$ cat config.mk
export PLATFORM = sky130hd
export DESIGN_NAME = bhp_div
export DESIGN_NICKNAME = d
export VERILOG_FILES = /design/src/rtl/bhp_pkg.sv /design/src/rtl/bhp_div.sv
export SDC_FILE = /design/constraint.sdc
export NUM_CORES = 1
export LEC_CHECK = 0
export BUFFER_PORTS_ARGS = -buffer_cell sky130_fd_sc_hd__buf_4
export CAP_MARGIN = 10
export CORE_UTILIZATION = 54
export DETAILED_ROUTE_END_ITERATION = 10
export PLACE_DENSITY = 0.83
export SYNTH_ARGS = -nofsm -noshare
export SYNTH_HDL_FRONTEND = slang
export SYNTH_SLANG_ARGS = --single-unit
$ cat constraint.sdc
create_clock -name clk_i -period 4.97 [get_ports clk_i]
set_clock_uncertainty 0.05 [all_clocks]
set_input_delay 0.497 -clock clk_i [delete_from_list [all_inputs] [get_ports clk_i]]
set_output_delay 0.497 -clock clk_i [all_outputs]
set_load 0.03 [all_outputs]
$ cat src/rtl/bhp_pkg.sv
// ----------------------------------------------------------------------------
// bhp_pkg: shared types and constants of the bucket histogram
// Opcodes, sequencer states and fixed scale of the percentile arithmetic.
// ----------------------------------------------------------------------------
`default_nettype none
package bhp_pkg;

  localparam int unsigned OpW = 3;
  localparam int unsigned ValW = 64;
  localparam int unsigned PctW = 17;
  localparam int unsigned WideW = 192;
  localparam logic [PctW-1:0] PctScale = 17'd100000;

  typedef enum logic [OpW-1:0] {
    OP_ADD   = 3'd0,
    OP_PCT   = 3'd1,
    OP_CLEAR = 3'd2,
    OP_WRB   = 3'd3,
    OP_READ  = 3'd4
  } op_e;

  typedef enum logic [3:0] {
    ST_IDLE,
    ST_ADD_SCAN,
    ST_ADD_UPD,
    ST_CLEAR,
    ST_PCT_STOP,
    ST_PCT_SUM,
    ST_PCT_TGT,
    ST_PCT_WALK,
    ST_PCT_NUM,
    ST_PCT_DIV,
    ST_READ,
    ST_DONE
  } state_e;

  // shift-add multiplier control
  typedef struct packed {
    logic start;
    logic busy;
    logic done;
  } mul_ctl_t;

endpackage
`default_nettype wire

$ cat src/rtl/bhp_div.sv
// ----------------------------------------------------------------------------
// bhp_div: restoring divider
// One quotient bit per cycle of a 192-bit dividend by a 192-bit divisor;
// returns the low 64 bits of the quotient.
// ----------------------------------------------------------------------------
`default_nettype none
module bhp_div
  import bhp_pkg::*;
(
  input  wire logic             clk_i,
  input  wire logic             rst_ni,
  input  wire logic             start_i,
  input  wire logic [WideW-1:0] num_i,
  input  wire logic [WideW-1:0] den_i,
  output      logic             done_o,
  output      logic [ValW-1:0]  quo_o
);

  logic [WideW-1:0] rem_q, num_q, den_q, quo_q;
  logic [WideW:0]   trial;
  logic [7:0]       cnt_q;
  logic             busy_q, done_q;

  assign trial = {rem_q, num_q[WideW-1]} - {1'b0, den_q};

  always_ff @(posedge clk_i or negedge rst_ni) begin
    if (!rst_ni) begin
      busy_q <= 1'b0;
      done_q <= 1'b0;
      cnt_q  <= '0;
    end else begin
      done_q <= 1'b0;
      if (start_i) begin
        busy_q <= 1'b1;
        cnt_q  <= 8'(WideW);
      end else if (busy_q) begin
        cnt_q <= cnt_q - 8'd1;
        if (cnt_q == 8'd1) begin
          busy_q <= 1'b0;
          done_q <= 1'b1;
        end
      end
    end
  end

  always_ff @(posedge clk_i) begin
    if (start_i) begin
      rem_q <= '0;
      num_q <= num_i;
      den_q <= den_i;
      quo_q <= '0;
    end else if (busy_q) begin
      num_q <= num_q << 1;
      if (!trial[WideW]) begin
        rem_q <= trial[WideW-1:0];
        quo_q <= {quo_q[WideW-2:0], 1'b1};
      end else begin
        rem_q <= {rem_q[WideW-2:0], num_q[WideW-1]};
        quo_q <= {quo_q[WideW-2:0], 1'b0};
      end
    end
  end

  assign done_o = done_q;
  assign quo_o  = quo_q[ValW-1:0];

endmodule
`default_nettype wire

==> results.toml <==
[outcome]
outcome = "finished clean"

[finish]
drive_above_1_share_pct = 19.0
final_cell_mix = "532 x nand2_1, 499 x buf_4, 423 x nor2_1"
fillers = 5578
final_util_pct = 66.7
mostFrequentLayoutCell = "nand2_1"
syn_to_final_growth_pct = 21.8
fin_area_um2 = 47800
finalNonFillerCells = 5795
layout.nets = 5356

[timing]
worst_pin_slew_ns = 1.24
setup_viol = 0
clock.fmax_ghz = 0.214
slew_violations = 0
relSlewSlack_pct = 17.6
timing.final.crit_share_pct = 94.0
rsz0062_at_grt = "false"
finalHoldViolations = 0
final.setup.worst_slack_ns = 0.298
timing.hold.ws_ns = 0.0463
fin_tns_setup_ns = 0
period_minus_slack_ns = 4.67

[synthesis]
synth_top_family_by_area = "compound AO/OA/AOI/OAI gates"
synthAdderAreaFrac_pct = 6.23
ys_ff_latch = 650
synthMuxAreaShare_pct = 7.29
yosysSeqAreaShare_pct = 43.0
syn_inst = 4239
synth_nets = 4821
synth.distinct_cells = 104
syn_area_um2 = 39300
synth_ff_type = "edfxtp_1"
synth_edf_count = 384
synth_compound_area_share_pct = 19.5
async_flop_share_pct = 1.54
synth_xor_area_share_pct = 4.14
avgSynthCellArea_um2 = 9.27
synth_simple_gate_area_share_pct = 14.6
yosys_warnings = 0

[clock_tree]
insertion_delay_ns = 0.66
cts_buffer_depth = 3
cts-root-buf = "clkbuf_16"
clock_sinks = 650
cts_tree = "yes"
clk_pin_slew_worst_paths_ns = 0.07
cts-htree-levels = 3
numCtsBuffers = 73

[die]
io_pins = 452
coreArea_um2 = 71700
die_x_um = 272
std_cell_rows = 98
start_util_pct = 54.8
die_area_um2 = 73800
die_y_um = 272

[worst_setup_path]
critPathBufInv = 3
cp.required_ns = 5.43
crit_arrival_ns = 5.13
critPathSlowestCell = "buf_4"
cp_cell_sequence = "inv_1, ha_1, inv_1, fa_1, a211oi_2, o21ai_2, o211ai_2, a211oi_1, o21ai_1, o221ai_1, o211a_1, or3_4, a41o_4, xnor2_4, buf_4, o21ai_0, mux2i_1, nor2_1"
startpoint_type = "register"
crit_path_max_fanout = 56
critical_path.most_common_cell = "inv_1"
slowest_delay_ns = 0.58
crit_type = "reg2reg"
cp-end-kind = "register"
crit_family = "compound AO/OA/AOI/OAI gates"

[drt]
routed_wl_mm = 127
drt-vias-per-instance = 6.05
vias = 35000
wire_per_inst_um = 21.8
drc_errors = 0
dr.pass1.iters = 6
ant_nets = 0
drt_iter0_markers = 3248

[pwr]
powerDensity_nw_per_um2 = 522
combPwrFrac_pct = 47.1
power_frac_seq_pct = 29.9
power_frac_clock_pct = 23.0
intPower_mw = 14.5
total_power_mw = 25.0
p_sw_mw = 10.5
sw_frac_of_total_pct = 42.1
peakVddDrop_uv = 413
leakage_nw = 20.2

[worst_hold_path]
holdCritPathClass = "in2reg"

[global_route]
grt_pass1_vias = 34200
grt.total_usage_pct = 33.4
grt_max_degree = 161
overflow = 0
grt_pass1_wl_mm = 194
antenna_found_initial = 13

[flow_run]
cap_violations = 0

[place]
dpl_cell_area_um2 = 43400
gp_congestion = 1.02
io_buffers = 451
dp_hpwl_mm = 90.6
place_inst = 5458
detailedPlace.worstSlack_ns = 0.339
## routing by layer
metal / track usage, % / part of all wire (%)
met1: 43.3 / 41
met2: 54.3 / 46
met3: 6.32 / 8.5
met4: 15.2 / 5.0
met5: 0 / 0.0079
## Yosys cell counts (9+ instances only)
library cell,instances,area [µm²]
or2_2,15,93.8
a211oi_1,20,150
a31oi_1,35,219
a311oi_1,84,736
nor3_1,58,290
a21o_1,87,653
buf_1,20,75.1
o21a_1,27,203
buf_2,58,290
nor4_1,12,75.1
a221oi_1,10,87.6
dfrtp_1,10,250
o21ai_1,28,140
a21boi_0,10,75.1
nand3_1,41,205
clkbuf_1,146,548
o31ai_1,11,82.6
mux2_2,191,2150
xnor2_1,116,1020
edfxtp_1,384,11500
o21bai_1,66,495
nand4_1,102,638
or3_1,16,100
ha_1,194,2430
dfxtp_1,256,5120
a311oi_2,39,586
nor2b_1,19,119
o211ai_1,18,135
nand2_1,532,2000
o221ai_1,9,78.8
and2_1,11,68.8
nand2b_1,20,125
o22ai_1,9,56.3
inv_1,263,987
xor2_1,66,578
mux2i_1,69,691
o21ai_0,214,1070
a21oi_1,386,1930
nor2_1,424,1590
## power by group through the flow
stage          registers [mW]  clock network, mW  logic [mW]
3_5_place_dp             7.52                  0        11.2
4_1_cts                  7.44               5.79        11.5
6_report                 7.47               5.74        11.8
5_1_grt                  7.57               6.00        12.8
3_3_place_gp             7.50                  0        11.2
2_1_floorplan            7.30                  0        8.44
## cells by family after synthesis
| group | Yosys count |
|---|---|
| AND/OR/NAND/NOR | 1300 |
| AO/OA/AOI/OAI | 1144 |
| buffers and inverters | 504 |
| multiplexers | 262 |
| adder cells (fa/ha/maj) | 195 |
| XOR/XNOR | 184 |
| flip-flops | 650 |
## state kept, by name, indices dropped and copies added (netlist names)
register,cells
busy_q,1
cnt_q,8
den_q,192
done_o,1
num_q,192
quo_q,64
rem_q,192
## worst paths after layout
kind | start | to | slack, ns | depth (start not counted)
worst max-delay path | num_q[191]$_DFFE_PP_ | rem_q[98]$_SDFFE_PP0P_ | 0.30 | 18
worst min-delay path | den_i[10] | den_q[10]$_DFFE_PP_ | 0.05 | 1
worst max register to register | num_q[191]$_DFFE_PP_ | rem_q[98]$_SDFFE_PP0P_ | 0.30 | 18
worst min register to register | rem_q[47]$_SDFFE_PP0P_ | rem_q[47]$_SDFFE_PP0P_ | 0.44 | 2
max in group asynchronous | rst_ni | busy_q$_DFF_PN0_ | 4.44 | 2
min in group asynchronous | rst_ni | done_o$_DFF_PN0_ | 0.24 | 2
## cell type report
cell class	count	area, µm²	share of cell area, %
diodes	11	27.5	0.0575
clock buffers	97	2010	4.20
clock inverters	38	514	1.07
inverters	264	995	2.08
multi-input cells	3085	20300	42.5
flip-flops and latches	650	16900	35.3
well taps	950	1190	2.48
repair buffers	700	5850	12.2
## repair_timing
item / in CTS / in global routing
resized for setup: 0 / 0
setup buffers: 0 / 0
endpoints found under the hold margin: 200 / 0
hold buffers: 191 / 0
setup endpoints to repair: 0 / 0
(Power assumes the default switching activity.)
