### config.mk
export PLATFORM = sky130hd
export DESIGN_NAME = bhp_mul
export DESIGN_NICKNAME = d
export VERILOG_FILES = /design/src/rtl/bhp_pkg.sv /design/src/rtl/bhp_mul.sv
export SDC_FILE = /design/constraint.sdc
export NUM_CORES = 2
export LEC_CHECK = 0
export CORE_UTILIZATION = 55
export DETAILED_ROUTE_END_ITERATION = 10
export DONT_BUFFER_PORTS = 1
export PLACE_DENSITY = 0.66
export SETUP_SLACK_MARGIN = 0.15
export SYNTH_ARGS = -nofsm -noshare
export SYNTH_HDL_FRONTEND = slang
export SYNTH_SLANG_ARGS = --single-unit
### constraint.sdc
create_clock -name clk_i -period 10.9 [get_ports clk_i]
set_clock_uncertainty 0.05 [all_clocks]
set_input_delay 2.18 -clock clk_i [delete_from_list [all_inputs] [get_ports clk_i]]
set_output_delay 2.18 -clock clk_i [all_outputs]
set_load 0.005 [all_outputs]
### src/rtl/bhp_pkg.sv
// ----------------------------------------------------------------------------
// bhp_pkg: shared types and constants of the bucket histogram
// Opcodes, sequencer states and fixed scale of the percentile arithmetic.
// ----------------------------------------------------------------------------
`default_nettype none
package bhp_pkg;

  localparam int unsigned OpW = 3;
  localparam int unsigned ValW = 64;
  localparam int unsigned PctW = 17;
  localparam int unsigned WideW = 192;
  localparam logic [PctW-1:0] PctScale = 17'd100000;

  typedef enum logic [OpW-1:0] {
    OP_ADD   = 3'd0,
    OP_PCT   = 3'd1,
    OP_CLEAR = 3'd2,
    OP_WRB   = 3'd3,
    OP_READ  = 3'd4
  } op_e;

  typedef enum logic [3:0] {
    ST_IDLE,
    ST_ADD_SCAN,
    ST_ADD_UPD,
    ST_CLEAR,
    ST_PCT_STOP,
    ST_PCT_SUM,
    ST_PCT_TGT,
    ST_PCT_WALK,
    ST_PCT_NUM,
    ST_PCT_DIV,
    ST_READ,
    ST_DONE
  } state_e;

  // shift-add multiplier control
  typedef struct packed {
    logic start;
    logic busy;
    logic done;
  } mul_ctl_t;

endpackage
`default_nettype wire

### src/rtl/bhp_mul.sv
// ----------------------------------------------------------------------------
// bhp_mul: iterative wide multiplier
// Radix-16 shift-add multiply of a 192-bit operand by a 64-bit operand,
// product truncated to 192 bits.
// ----------------------------------------------------------------------------
`default_nettype none
module bhp_mul
  import bhp_pkg::*;
(
  input  wire logic             clk_i,
  input  wire logic             rst_ni,
  input  wire logic             start_i,
  input  wire logic [WideW-1:0] a_i,
  input  wire logic [ValW-1:0]  b_i,
  output      mul_ctl_t         ctl_o,
  output      logic [WideW-1:0] p_o
);

  logic [WideW-1:0] acc_q, acc_d, a_q, a_d;
  logic [ValW-1:0]  b_q, b_d;
  logic [4:0]       cnt_q, cnt_d;
  logic             busy_q, busy_d, done_q, done_d;
  logic [WideW+3:0] part;

  always_comb begin
    part   = {4'd0, a_q} * {{(WideW){1'b0}}, b_q[3:0]};
    acc_d  = acc_q;
    a_d    = a_q;
    b_d    = b_q;
    cnt_d  = cnt_q;
    busy_d = busy_q;
    done_d = 1'b0;
    if (start_i) begin
      acc_d  = '0;
      a_d    = a_i;
      b_d    = b_i;
      cnt_d  = 5'd16;
      busy_d = 1'b1;
    end else if (busy_q) begin
      acc_d = acc_q + part[WideW-1:0];
      a_d   = a_q << 4;
      b_d   = b_q >> 4;
      cnt_d = cnt_q - 5'd1;
      if (cnt_q == 5'd1) begin
        busy_d = 1'b0;
        done_d = 1'b1;
      end
    end
  end

  always_ff @(posedge clk_i or negedge rst_ni) begin
    if (!rst_ni) begin
      busy_q <= 1'b0;
      done_q <= 1'b0;
      cnt_q  <= '0;
    end else begin
      busy_q <= busy_d;
      done_q <= done_d;
      cnt_q  <= cnt_d;
    end
  end

  always_ff @(posedge clk_i) begin
    acc_q <= acc_d;
    a_q   <= a_d;
    b_q   <= b_d;
  end

  assign ctl_o = '{start: start_i, busy: busy_q, done: done_q};
  assign p_o   = acc_q;

endmodule
`default_nettype wire

==> results.sh <==
export IMPL_dr_pass1_iters=5
export IMPL_viasPerCell=5.88
export IMPL_min_period_over_period=0.738
export IMPL_antenna_found_initial=20
export IMPL_yosysWarnings=0
export IMPL_slew_violations=0
export IMPL_cts_resized=0
export IMPL_fin_hold_ws_ns=0.478
export IMPL_min_path_type="reg -> reg"
export IMPL_fp_row_count=110
export IMPL_critPathKind="reg -> reg"
export IMPL_mostFrequentLayoutCells="inv_1 (909), and2_1 (716), fa_1 (566)"
export IMPL_cts_made_buffers=58
export IMPL_die_y_um=305
export IMPL_max_slew_worst_pin_slew_ns=1.46
export IMPL_rsz0062_at_grt="no"
export IMPL_synth_edf_count=256
export IMPL_start_util=0.558
export IMPL_track_usage=0.324
export IMPL_crit_fanout=78
export IMPL_postCtsSetupRepairBufs=0
export IMPL_fin_nets=6416
export IMPL_finalCriticalPeriod_ns=8.05
export IMPL_drtIter0Drc=3383
export IMPL_clock_sinks=455
export IMPL_worst_slack_ns=2.85
export IMPL_grt_remaining_overflow=0
export IMPL_seqCellArea_sq_um=11700
export IMPL_synthDistinctLibCells=97
export IMPL_endpoint_kind="flip-flop"
export IMPL_io_pins=454
export IMPL_outcome="completed"
export IMPL_syn_num_nets=6629
export IMPL_grt_pass1_wl_um=235000
export IMPL_syn_area_sq_um=50500
export IMPL_setup_viol=0
export IMPL_grt_max_degree=357
export IMPL_multiInputGateArea_sq_um=34200
export IMPL_detail_route_drc_violations=0
export IMPL_path_clk_slew_ns=0.07
export IMPL_final_core_util=0.587
export IMPL_die_area_sq_um=93000
export IMPL_clock_path_buffers=3
export IMPL_synth_yosys_seq_area_share=0.232
export IMPL_dp_hpwl_um=116000
export IMPL_postCtsHoldBufs=0
export IMPL_pre_cts_slack_ns=3.22
export IMPL_drive_above_1_share=0.0794
export IMPL_hold_viol=0
export IMPL_grt_pass1_vias=39748
export IMPL_yosys_most_used_dff="edfxtp_1"
export IMPL_wl_um=151000
export IMPL_fmax_ghz=0.124
export IMPL_fillers=8127
export IMPL_slew_headroom=0.0260
export IMPL_io_buffers=0
export IMPL_gp_congestion=0.992
export IMPL_crit_arrival_ns=8.55
export IMPL_synth_seq_cells=455
export IMPL_h_tree_depth=2
export IMPL_vias=39004
export IMPL_required_ns=11.40
export IMPL_final_common_cell="inv_1"
export IMPL_cap_viol_max_count=0
export IMPL_coreArea_sq_um=90400
export IMPL_syn2layout_area_growth_pct=5.11
export IMPL_syn_area_per_cell_sq_um=9.00
export IMPL_cp_start_kind="flip-flop"
export IMPL_synthCells=5607
export IMPL_die_w_um=305
export IMPL_synthArstFlopShare=0.0154
export IMPL_clock_latency_ns=0.71
export IMPL_cts_root_buffer="clkbuf_16"
export IMPL_wire_per_inst_um=22.7
export IMPL_drtAntennaViolNets=0
export IMPL_finalSetupTns_ns=0
export IMPL_cts_tree="yes"
worst max-delay path, stage by stage (launching register included):
cell and delay (ns):
edfxtp_1 0.34, buf_4 0.49, buf_4 0.74, and2_1 0.25, fa_1 0.45, fa_1 0.53
fa_1 0.42, ha_1 0.41, a21oi_1 0.27, o22ai_1 0.17, o311ai_0 0.70, a21oi_1 0.37
o21a_1 0.33, nor3_1 0.67, o21ai_1 0.50, a21oi_1 0.58, o21bai_1 0.24, xnor2_1 0.23
o22ai_1 0.09
registers in the layout, summed over array words and instances (netlist names):
name,flops
a_q,192
b_q,64
busy_q,1
cnt_q,5
done_q,1
p_o,192
cell usage after synthesis, types with 10 or more instances:
| library cell | instances | area, sq um |
|---|---|---|
| inv_1 | 910 | 3420 |
| and2_1 | 716 | 4480 |
| fa_1 | 566 | 11300 |
| a21oi_1 | 361 | 1810 |
| nand2_1 | 331 | 1240 |
| nor2_1 | 288 | 1080 |
| edfxtp_1 | 256 | 7690 |
| mux2_2 | 248 | 2790 |
| clkbuf_1 | 217 | 815 |
| ha_1 | 197 | 2460 |
| dfxtp_1 | 192 | 3840 |
| o21ai_0 | 186 | 931 |
| nand4_1 | 125 | 782 |
| xnor2_1 | 122 | 1070 |
| o22ai_1 | 82 | 513 |
| mux2i_1 | 71 | 711 |
| xor2_1 | 68 | 596 |
| a21o_1 | 60 | 450 |
| o21bai_1 | 58 | 435 |
| nor3_1 | 55 | 275 |
| buf_2 | 44 | 220 |
| o21a_1 | 41 | 308 |
| o21ai_1 | 39 | 195 |
| nand3_1 | 33 | 165 |
| a31oi_1 | 22 | 138 |
| buf_4 | 19 | 143 |
| a211oi_1 | 18 | 135 |
| nor4_1 | 17 | 106 |
| o31ai_1 | 17 | 128 |
| nand2b_1 | 15 | 93.8 |
| nor2b_1 | 15 | 93.8 |
| and3_1 | 13 | 81.3 |
| a21boi_0 | 12 | 90.1 |
| o211ai_1 | 11 | 82.6 |
| and4_1 | 10 | 87.6 |
worst paths after layout:
| check | start | to | slack [ns] | cells after the start |
|---|---|---|---|---|
| setup / recovery | b_q[2] | p_o[172] | 2.85 | 18 |
| hold / removal | cnt_q[4] | cnt_q[4] | 0.48 | 2 |
| setup reg to reg | b_q[2] | p_o[172] | 2.85 | 18 |
| hold reg to reg | cnt_q[4] | cnt_q[4] | 0.48 | 2 |
| max in group asynchronous | rst_ni | busy_q | 9.60 | 0 |
| min in group asynchronous | rst_ni | done_q | 1.11 | 0 |
cell type report:
type / instances / share of cell area
Inverter: 911 / 0.0646
Multi-Input combinational cell: 3951 / 0.644
Timing Repair Buffer: 17 / 0.00307
Sequential cell: 455 / 0.221
Clock buffer: 70 / 0.0295
Clock inverter: 40 / 0.0105
Antenna cell: 8 / 0.000377
Tap cell: 1176 / 0.0277
through the flow:
step                      instance area (sq um)  instances
after floorplan                           50500       5607
after global placement                    50900       6509
after detailed placement                  50900       6509
after CTS                                 53000       6619
after global routing                      53100       6624
final                                     53100       6628
cell families (layout without fill, tap and decap cells):
family,after synthesis,count (layout),share of synthesized area
AND/OR/NAND/NOR,1678,1678,0.178
adder cells (fa/ha/maj),763,763,0.273
flip-flops,455,455,0.232
XOR/XNOR,190,190,0.0330
AO/OA/AOI/OAI,1001,1001,0.122
multiplexers,319,319,0.0694
other,0,8,0
buffers and inverters,1201,1038,0.0919
per-layer routing:
layer / up-vias / GRT usage / share of wire
li1: 17940 / - / -
met1: 19520 / 0.439 / 0.43
met2: 1293 / 0.516 / 0.46
met3: 237 / 0.0822 / 0.083
met4: 14 / 0.0847 / 0.028
met5: - / 0 / 0.00061
Power is left out: the tool's default activity adds up to more than one toggle a clock period on the data nets, which glitch-free logic cannot reach.
